[src/rtl/core/ssde_pkg.sv]
// Package: widths, orbital mask and shared types for the S-squared element block.
package ssde_pkg;

  localparam int unsigned ORBITAL_BITS = 64;
  localparam int unsigned MASK_W       = 64;
  localparam int unsigned POP_W        = 7;
  localparam int unsigned ELEM_W       = 14;

  localparam logic [MASK_W-1:0] KEEP_MASK = {MASK_W{1'b1}} >> (MASK_W - ORBITAL_BITS);

  typedef logic [MASK_W-1:0] mask_t;
  typedef logic [POP_W-1:0]  pop_t;

endpackage

[src/rtl/core/ssde_popcount.sv]
// 64-bit population count as a six-level adder tree.
module ssde_popcount
  import ssde_pkg::*;
(
  input  mask_t bits_i,
  output pop_t  count_o
);

  logic [1:0] sum2  [32];
  logic [2:0] sum4  [16];
  logic [3:0] sum8  [8];
  logic [4:0] sum16 [4];
  logic [5:0] sum32 [2];

  always_comb begin
    for (int i = 0; i < 32; i++) begin
      sum2[i] = {1'b0, bits_i[2*i]} + {1'b0, bits_i[2*i+1]};
    end
    for (int i = 0; i < 16; i++) begin
      sum4[i] = {1'b0, sum2[2*i]} + {1'b0, sum2[2*i+1]};
    end
    for (int i = 0; i < 8; i++) begin
      sum8[i] = {1'b0, sum4[2*i]} + {1'b0, sum4[2*i+1]};
    end
    for (int i = 0; i < 4; i++) begin
      sum16[i] = {1'b0, sum8[2*i]} + {1'b0, sum8[2*i+1]};
    end
    for (int i = 0; i < 2; i++) begin
      sum32[i] = {1'b0, sum16[2*i]} + {1'b0, sum16[2*i+1]};
    end
  end

  assign count_o = {1'b0, sum32[0]} + {1'b0, sum32[1]};

endmodule

[src/rtl/core/spin_squared_determinant_element_top.sv]
// Top level: pipelined S-squared matrix element between two determinants.
//
// Usage: drive the four occupation masks with start_i high for one cycle per
// item. busy_o is always low, so an item is taken at every edge where start_i
// is high; a new item may follow in every cycle.
// Results come out on element_quarters_o (four times the matrix element,
// two's complement) with valid_o high for exactly one cycle per item.
// Pipeline: four register stages. Throughput: one item per cycle, in order,
// set by the four-stage pipeline (mask compare, popcount trees and parity,
// square and classify, final sum).
// Reset (rst_ni low, asynchronous) clears all valid bits; items in flight are
// dropped and valid_o stays low until new items reach the end.
// The receiver cannot stall: each result is shown for one cycle only.
// Mask bits at and above ORBITAL_BITS are ignored.
module spin_squared_determinant_element_top
  import ssde_pkg::*;
(
  input  logic                     clk_i,
  input  logic                     rst_ni,
  input  logic                     start_i,
  output logic                     busy_o,
  input  logic [63:0]              bra_alpha_i,
  input  logic [63:0]              bra_beta_i,
  input  logic [63:0]              ket_alpha_i,
  input  logic [63:0]              ket_beta_i,
  output logic                     valid_o,
  output logic signed [ELEM_W-1:0] element_quarters_o
);

  typedef struct packed {
    mask_t ba;
    mask_t bb;
    mask_t open_bra;
    mask_t open_ket;
    mask_t bket;
    mask_t ax;
    mask_t bx;
    mask_t to_alpha;
    mask_t to_beta;
    logic  shell_eq;
  } s1_t;

  typedef struct packed {
    pop_t pop_ba;
    pop_t pop_bb;
    pop_t pop_bket;
    pop_t pop_ax;
    pop_t pop_bx;
    pop_t pop_ta;
    pop_t pop_tb;
    logic neg;
    logic shell_eq;
  } s2_t;

  typedef struct packed {
    logic signed [ELEM_W-1:0] sq;
    logic signed [ELEM_W-1:0] d2;
    logic signed [ELEM_W-1:0] nb4;
    logic                     diag;
    logic                     swap;
    logic                     neg;
  } s3_t;

  localparam logic signed [ELEM_W-1:0] PLUS_ONE  = ELEM_W'(4);
  localparam logic signed [ELEM_W-1:0] MINUS_ONE = -ELEM_W'(4);

  logic s1_valid_q, s2_valid_q, s3_valid_q, valid_q;
  s1_t  s1_d, s1_q;
  s2_t  s2_d, s2_q;
  s3_t  s3_d, s3_q;
  logic signed [ELEM_W-1:0] elem_d, elem_q;
  logic accept;

  assign busy_o = 1'b0;
  assign accept = start_i & ~busy_o;

  // stage 1: shell masks and exchange masks
  mask_t ba, bb, ka, kb, ob, ok, cb, ck, abra, bbra, aket;
  always_comb begin
    ba   = bra_alpha_i & KEEP_MASK;
    bb   = bra_beta_i  & KEEP_MASK;
    ka   = ket_alpha_i & KEEP_MASK;
    kb   = ket_beta_i  & KEEP_MASK;
    ob   = ba ^ bb;
    ok   = ka ^ kb;
    cb   = ba & bb;
    ck   = ka & kb;
    abra = ba & ob;
    bbra = bb & ob;
    aket = ka & ok;
    s1_d.ba       = ba;
    s1_d.bb       = bb;
    s1_d.open_bra = ob;
    s1_d.open_ket = ok;
    s1_d.bket     = kb & ok;
    s1_d.ax       = abra ^ aket;
    s1_d.bx       = bbra ^ (kb & ok);
    s1_d.to_alpha = (abra ^ aket) & bbra;
    s1_d.to_beta  = (abra ^ aket) & abra;
    s1_d.shell_eq = (ob == ok) && (cb == ck);
  end

  // stage 2: popcounts and swap phase
  pop_t pop_ba, pop_bb, pop_bket, pop_ax, pop_bx, pop_ta, pop_tb;

  ssde_popcount u_pop_ba   (.bits_i(s1_q.ba),       .count_o(pop_ba));
  ssde_popcount u_pop_bb   (.bits_i(s1_q.bb),       .count_o(pop_bb));
  ssde_popcount u_pop_bket (.bits_i(s1_q.bket),     .count_o(pop_bket));
  ssde_popcount u_pop_ax   (.bits_i(s1_q.ax),       .count_o(pop_ax));
  ssde_popcount u_pop_bx   (.bits_i(s1_q.bx),       .count_o(pop_bx));
  ssde_popcount u_pop_ta   (.bits_i(s1_q.to_alpha), .count_o(pop_ta));
  ssde_popcount u_pop_tb   (.bits_i(s1_q.to_beta),  .count_o(pop_tb));

  // parity of a and b below a one-hot index equals parity of (a ^ b) below it
  always_comb begin
    s2_d.pop_ba   = pop_ba;
    s2_d.pop_bb   = pop_bb;
    s2_d.pop_bket = pop_bket;
    s2_d.pop_ax   = pop_ax;
    s2_d.pop_bx   = pop_bx;
    s2_d.pop_ta   = pop_ta;
    s2_d.pop_tb   = pop_tb;
    s2_d.neg = (^(s1_q.open_bra & (s1_q.to_alpha - MASK_W'(1))))
             ^ (^(s1_q.open_ket & (s1_q.to_beta  - MASK_W'(1))));
    s2_d.shell_eq = s1_q.shell_eq;
  end

  // stage 3: spin difference square and classification
  logic signed [POP_W:0]     d;
  logic signed [2*POP_W+1:0] sq_full;
  logic [POP_W:0]            nexch;
  always_comb begin
    d       = $signed({1'b0, s2_q.pop_ba}) - $signed({1'b0, s2_q.pop_bb});
    sq_full = d * d;
    nexch   = {1'b0, s2_q.pop_ax} + {1'b0, s2_q.pop_bx};
    s3_d.sq   = sq_full[ELEM_W-1:0];
    s3_d.d2   = ELEM_W'(d) <<< 1;
    s3_d.nb4  = $signed({{(ELEM_W-POP_W-2){1'b0}}, s2_q.pop_bket, 2'b00});
    s3_d.diag = s2_q.shell_eq && (nexch == '0);
    s3_d.swap = s2_q.shell_eq && (nexch == (POP_W+1)'(4))
             && (s2_q.pop_ta == POP_W'(1)) && (s2_q.pop_tb == POP_W'(1));
    s3_d.neg  = s2_q.neg;
  end

  // stage 4: final value
  always_comb begin
    if (s3_q.diag) begin
      elem_d = s3_q.sq + s3_q.d2 + s3_q.nb4;
    end else if (s3_q.swap) begin
      elem_d = s3_q.neg ? MINUS_ONE : PLUS_ONE;
    end else begin
      elem_d = '0;
    end
  end

  always_ff @(posedge clk_i or negedge rst_ni) begin
    if (!rst_ni) begin
      s1_valid_q <= 1'b0;
      s2_valid_q <= 1'b0;
      s3_valid_q <= 1'b0;
      valid_q    <= 1'b0;
    end else begin
      s1_valid_q <= accept;
      s2_valid_q <= s1_valid_q;
      s3_valid_q <= s2_valid_q;
      valid_q    <= s3_valid_q;
    end
  end

  always_ff @(posedge clk_i) begin
    if (accept) begin
      s1_q <= s1_d;
    end
    if (s1_valid_q) begin
      s2_q <= s2_d;
    end
    if (s2_valid_q) begin
      s3_q <= s3_d;
    end
    if (s3_valid_q) begin
      elem_q <= elem_d;
    end
  end

  assign valid_o            = valid_q;
  assign element_quarters_o = elem_q;

  a_range: assert property (@(posedge clk_i) disable iff (!rst_ni)
    valid_o |-> (element_quarters_o >= MINUS_ONE && element_quarters_o <= ELEM_W'(4480)))
    else $error("element out of range");

  a_neg_only_swap: assert property (@(posedge clk_i) disable iff (!rst_ni)
    (valid_o && element_quarters_o < 0) |-> element_quarters_o == MINUS_ONE)
    else $error("negative element other than minus one");

  a_kind_excl: assert property (@(posedge clk_i) disable iff (!rst_ni)
    s3_valid_q |-> !(s3_q.diag && s3_q.swap))
    else $error("item classified both diagonal and swap");

endmodule
[config.mk]
export PLATFORM = sky130hd
export DESIGN_NAME = spin_squared_determinant_element_top
export DESIGN_NICKNAME = d
export VERILOG_FILES = /design/src/rtl/core/ssde_pkg.sv /design/src/rtl/core/ssde_popcount.sv /design/src/rtl/core/spin_squared_determinant_element_top.sv
export SDC_FILE = /design/constraint.sdc
export NUM_CORES = 2
export LEC_CHECK = 0
export BUFFER_PORTS_ARGS = -buffer_cell sky130_fd_sc_hd__buf_4
export CAP_MARGIN = 20
export CORE_AREA = 2 2 483 389
export DETAILED_ROUTE_END_ITERATION = 8
export DIE_AREA = 0 0 485 391
export PLACE_DENSITY = 0.48
export SETUP_SLACK_MARGIN = 0.4
export SLEW_MARGIN = 20
export SYNTH_ARGS = -nofsm -noshare
export SYNTH_HDL_FRONTEND = slang
export SYNTH_HIERARCHICAL = 1
export SYNTH_SLANG_ARGS = --single-unit
[constraint.sdc]
create_clock -name clk_i -period 16.03 [get_ports clk_i]
set_input_delay 3.206 -clock clk_i [delete_from_list [all_inputs] [get_ports clk_i]]
set_output_delay 3.206 -clock clk_i [all_outputs]
set_load 0.02 [all_outputs]
# Yosys cells after proc, flatten, opt, wreduce, memory -nomap -nowiden
# Cells that the tools add are included.
[word_totals]
regBits = 678
latch_bits = 0
mem_bits_rw = 0
rom_bits = 0
inputBits = 259
output_inout_bits = 16
wordCells = 509
mem_count = 0
[op_classes]
addsub = 447
n_mul = 1
n_div = 0
order_cmp = 0
eq_ne = 5
shifts = 0
n_mux = 3
n_bitwise = 15
n_reduce_logical = 8
[ops]
columns = ["operator", "n"]
rows = [
  ["64-bit bitwise AND", 10],
  ["1-bit by 1-bit adder with 2-bit output", 224],
  ["2-bit by 2-bit adder with 3-bit output", 112],
  ["64-bit bitwise XOR", 4],
  ["3-bit by 3-bit adder with 4-bit output", 56],
  ["4-bit by 4-bit adder with 5-bit output", 28],
  ["64-bit equality test", 2],
  ["64-bit XOR reduction", 2],
  ["64-bit by 1-bit subtractor with 64-bit output (second input constant)", 2],
  ["5-bit by 5-bit adder with 6-bit output", 14],
  ["6-bit by 6-bit adder with 7-bit output", 7],
  ["14-bit two-way mux", 3],
  ["14-bit by 10-bit adder with 14-bit output", 1],
  ["14-bit by 9-bit adder with 14-bit output", 1],
  ["7-bit by 1-bit equality test with 1-bit output (second input constant)", 2],
  ["8-bit by 8-bit multiplier with 14-bit output", 1],
  ["7-bit by 7-bit adder with 8-bit output", 1],
  ["8-bit by 3-bit equality test with 1-bit output (second input constant)", 1],
  ["8-bit zero test", 1],
  ["7-bit by 7-bit subtractor with 8-bit output", 1],
  ["1-bit logical AND", 5],
  ["1-bit bitwise XOR", 1],
]

# Depth between registers and ports, before layout
[logic_depth]
depth_word = 6
mapped_depth = 28
ltp_nobuf = 28

# Hierarchy
# Netlist, hierarchy kept.
[modules_own_cells]
columns = ["mod", "instances", "cells_per_inst", "area_per_inst_um2", "seq_area_each_um2"]
rows = [
  ["spin_squared_determinant_element_top", 1, 2908, 37455.9, 20249.4],
  ["ssde_popcount", 7, 172, 1729.2, 0.0],
]

# Worst setup path after synthesis
# Ideal clock, no wire load.
[synth_path]
path_kind = "reg2reg"
from = "register s1_q[54] in the netlist's numbering"
to = "register s2_q[8] in the netlist's numbering (data pin)"
setup_ps = 259
arrival_time_ps = 5724
t_required_ps = 15771
path_slack_ps = 10047
path_stages_with_launch = 20
path_buffers = 0
period_less_slack_ps = 5983
path_cell_list = "edfxtp_1 -> fa_1 -> inv_1 -> fa_1 -> inv_1 -> fa_1 -> inv_1 -> fa_1 -> inv_1 -> fa_1 -> inv_1 -> fa_1 -> fa_1 -> fa_1 -> inv_1 -> ha_1 -> fa_1 -> a211o_2 -> a21oi_1 -> o21bai_1"
[synth_via]
elab_chain_len = 6
[synth_lines]
columns = ["element", "line", "rtl"]
rows = [
  ["from (decl)", "spin_squared_determinant_element_top.sv:68", "s1_t s1_d, s1_q;"],
  ["from (signal assigned)", "spin_squared_determinant_element_top.sv:172", "s1_q <= s1_d;"],
  ["1-bit by 1-bit adder with 2-bit output", "ssde_popcount.sv:17", "sum2[i] = {1'b0, bits_i[2*i]} + {1'b0, bits_i[2*i+1]};"],
  ["2-bit by 2-bit adder with 3-bit output", "ssde_popcount.sv:20", "sum4[i] = {1'b0, sum2[2*i]} + {1'b0, sum2[2*i+1]};"],
  ["3-bit by 3-bit adder with 4-bit output", "ssde_popcount.sv:23", "sum8[i] = {1'b0, sum4[2*i]} + {1'b0, sum4[2*i+1]};"],
  ["4-bit by 4-bit adder with 5-bit output", "ssde_popcount.sv:26", "sum16[i] = {1'b0, sum8[2*i]} + {1'b0, sum8[2*i+1]};"],
  ["5-bit by 5-bit adder with 6-bit output", "ssde_popcount.sv:29", "sum32[i] = {1'b0, sum16[2*i]} + {1'b0, sum16[2*i+1]};"],
  ["6-bit by 6-bit adder with 7-bit output", "ssde_popcount.sv:33", "assign count_o = {1'b0, sum32[0]} + {1'b0, sum32[1]};"],
  ["via pop_tb[6]", "spin_squared_determinant_element_top.sv:104", "pop_t pop_ba, pop_bb, pop_bket, pop_ax, pop_bx, pop_ta, pop_tb;"],
  ["to (signal assigned)", "spin_squared_determinant_element_top.sv:175", "s2_q <= s2_d;"],
  ["to (decl)", "spin_squared_determinant_element_top.sv:69", "s2_t s2_d, s2_q;"],
]
# The timed path passes the listed nets, and every way through them passes these cells.
# A chain may end at the register's enable or synchronous reset.

# Worst setup path after layout
[layout_path]
from = "register s1_q[62] in the netlist's numbering"
to = "register s2_q[7] in the netlist's numbering (data pin)"
# Same word-level chain as after synthesis.

==> results.py <==
metrics = {
    "grt": {
        "grt.overflow.total": 0,
        "grt_pass1_vias": 30572,
        "antenna_found_initial": 22,
        "grt_max_degree": 155,
        "grt_pass1_wl_um": 239700,
        "grtUsageTotal_pct": 18.43,
    },
    "worst_setup_path": {
        "cpMostUsedCell": "fa_1",
        "arrival_ps": 7030,
        "required_ps": 16430,
        "r2r-start": "s1_q[62]",
        "criticalPathCategory": "flip-flop to flip-flop",
        "cp_slowest_cell": "fa_1",
        "reg2reg_depth": 18,
        "start_kind": "flip-flop",
        "cp-startpoint": "s1_q[62]",
        "max_stage_delay_ps": 600,
        "crit_path_cell_trace": "inv_1 > fa_1 > fa_1 > inv_1 > fa_1 > inv_1 > fa_1 > inv_1 > fa_1 > inv_1 > fa_1 > fa_1 > fa_1 > inv_1 > ha_1 > a211oi_1 > nor4b_1 > a2111oi_1",
        "worstSetupEndpointType": "flip-flop",
        "critPathCapture": "s2_q[7]",
        "r2r-end": "s2_q[7]",
        "critPathMaxFanout": 3,
        "rrSetupSlack_ps": 9400,
    },
    "detailed_routing": {
        "drc": 0,
        "drt_iter0_drc": 2826,
        "drt_pass1_iterations": 5,
        "wl_um": 175600,
        "wl_per_cell_um": 25.11,
        "via_per_inst": 4.296,
        "via_count": 30041,
        "final_antenna_net_count": 0,
    },
    "finish": {
        "layout-drive-gt1-share_pct": 10.43,
        "final_area_sq_um": 57580,
        "syn2layout_area_growth_pct": 16.18,
        "multi_input_area_sq_um": 24740,
        "fillers": 18810,
        "fin_nets": 5758,
        "utilization_pct": 31.01,
        "regArea_sq_um": 20250,
    },
    "floorplanning": {
        "num_rows": 142,
        "dieWidth_um": 485,
        "io-pin-count": 275,
        "initial_utilization_pct": 26.69,
        "die_h_um": 391,
        "coreArea_sq_um": 185700,
        "die_area_sq_um": 189600,
    },
    "clocking": {
        "clk_pin_slew_ps": 70,
        "cts_tree": "done",
        "htree_num_levels": 3,
        "clock_sinks": 675,
        "cts_buffers": 83,
        "ctsResizeCount": 0,
        "clockRootBuffer": "clkbuf_16",
        "postCtsSetupBuffers": 0,
        "clockBufferDepth": 3,
        "ctsHoldBuffers": 0,
        "clock_latency_ps": 740,
    },
    "synth": {
        "synth_edf_count": 671,
        "ys_seq_elements": 675,
        "synthDistinctLibCells": 72,
        "synth_nets": 5400,
        "async_reset_ff_share_pct": 0.5926,
        "syn-mean-instance-area_sq_um": 12.05,
        "synthFlopType": "edfxtp_1",
        "mappedNetlistArea_sq_um": 49560,
        "ys_seq_area_share_pct": 40.86,
        "syn-instance-count": 4112,
        "yosysWarnings": 6,
    },
    "place": {
        "portBuffers": 273,
        "dp_hpwl_um": 149100,
        "globalplace.congestion": 0.9771,
        "dpl_cell_area_sq_um": 54790,
    },
    "sta": {
        "tightest_slew_ps": 1304,
        "slew_viol_final": 0,
        "tns_ps": 0,
        "hold_viol_final": 0,
        "fmax_mhz": 150.8,
        "rsz0062_at_grt": "no",
        "holdWs_ps": 418.6,
        "max-slew-margin-rel_pct": 12.44,
        "period_minus_slack_ps": 6631,
        "finalCritPeriodShare_pct": 41.37,
        "finalSetupViolations": 0,
        "skew_ps": 65.99,
    },
    "run": {
        "max_cap_violations": 0,
    },
    "worst_hold_path": {
        "worstHoldPathType": "flip-flop to flip-flop",
        "hp-start": "s2_q[34]",
    },
    "outcome": {
        "outcome": "completed",
    },
}
layout by cell type, fill, tap and decap left out, types with 71 or more instances in the layout:
cell	instances
buf_4	293
clkbuf_16	84
edfxtp_1	671
fa_1	425
ha_1	604
inv_1	1200
nand2_1	145
nor2b_1	71
xnor2_1	199
xor2_1	202
per-layer routing:
layer	global-route usage, %	part of all wire, %
met1	25.75	46
met5	0	0.011
met3	3.078	5.9
met2	29.30	46
met4	5.233	3.0
worst min path at each step:
stage,endpoint,cells after the start
after floorplan,s2_q[0],0
after global placement,s3_q[6],0
after detailed placement,s3_q[9],0
after CTS,s3_q[9],0
after global routing,s3_q[0],0
final,s3_q[9],0
cells by family (layout without fill, tap and decap cells):
| logic type | after synthesis | in the layout | synth area share (%) |
|---|---|---|---|
| and+or+nand+nor | 538 | 538 | 5.903 |
| AOI/OAI and AO/OA | 208 | 208 | 2.977 |
| xor gates and xnor gates | 434 | 434 | 8.450 |
| muxes | 4 | 4 | 0.08584 |
| buffers and inverters | 1222 | 1647 | 9.296 |
| adders and majority gates | 1029 | 1029 | 32.42 |
| DFF | 675 | 675 | 40.86 |
| other | 2 | 10 | 0.01515 |
stage by stage:
stage | worst slack [ps] | std cells
after floorplan | 10050 | 4112
after global placement | 9496 | 6833
after detailed placement | 9511 | 6833
after CTS | 9431 | 6985
after global routing | 9182 | 6988
final | 9399 | 6993
synthesized netlist by cell type, types with 4 or more instances:
| cell | count | area, sq um |
|---|---|---|
| a2111oi_1 | 7 | 70.07 |
| a211o_2 | 7 | 70.07 |
| a211oi_1 | 15 | 112.6 |
| a21boi_0 | 6 | 45.04 |
| a21o_1 | 16 | 120.1 |
| a21o_2 | 7 | 61.31 |
| a21oi_1 | 41 | 205.2 |
| and2_1 | 5 | 31.28 |
| buf_2 | 4 | 20.02 |
| clkbuf_1 | 15 | 56.30 |
| dfrtp_1 | 4 | 100.1 |
| edfxtp_1 | 671 | 20150 |
| fa_1 | 425 | 8508 |
| ha_1 | 604 | 7557 |
| inv_1 | 1200 | 4504 |
| nand2_1 | 145 | 544.3 |
| nand2b_1 | 9 | 56.30 |
| nand3_1 | 12 | 60.06 |
| nand3b_1 | 11 | 82.58 |
| nand4_1 | 36 | 225.2 |
| nand4b_1 | 4 | 35.03 |
| nor2_1 | 62 | 232.7 |
| nor2b_1 | 71 | 444.2 |
| nor3_1 | 43 | 215.2 |
| nor3b_1 | 5 | 37.54 |
| nor4_1 | 56 | 350.3 |
| nor4b_1 | 15 | 131.4 |
| o211a_1 | 7 | 70.07 |
| o21a_1 | 8 | 60.06 |
| o21ai_0 | 30 | 150.1 |
| o21ai_2 | 7 | 61.31 |
| o21bai_1 | 16 | 120.1 |
| o31a_1 | 6 | 52.55 |
| o31ai_1 | 12 | 90.09 |
| o41ai_1 | 5 | 43.79 |
| or2_2 | 8 | 50.05 |
| or3_1 | 18 | 112.6 |
| or4_1 | 19 | 142.6 |
| xnor2_1 | 204 | 1787 |
| xnor3_1 | 27 | 608.1 |
| xor2_1 | 202 | 1769 |
final cells by class:
class	instances	area share, %
Tap cell	2448	5.320
Timing Repair Buffer	295	3.881
Multi-Input combinational cell	2215	42.97
Clock inverter	59	1.089
Sequential cell	675	35.17
Clock buffer	93	3.709
Antenna cell	8	0.03477
Inverter	1200	7.823
worst max-delay path, delay by kind of cell (launching register included):
family / cells / cell delay [ps]
and+or+nand+nor: 1 / 120
AOI/OAI and AO/OA: 2 / 900
adders and majority gates: 9 / 4290
DFF: 1 / 550
buffers and inverters: 6 / 450
state kept, by name (all words and copies together), names as in the netlist:
| name | count |
|---|---|
| valid_o | 1 |
| s2_q | 51 |
| s3_valid_q | 1 |
| s1_valid_q | 1 |
| s3_q | 30 |
| s2_valid_q | 1 |
| element_quarters_o | 13 |
| s1_q | 577 |
Power is left out: the tool's default activity adds up to more than one toggle a clock period on the data nets, which glitch-free logic cannot reach.
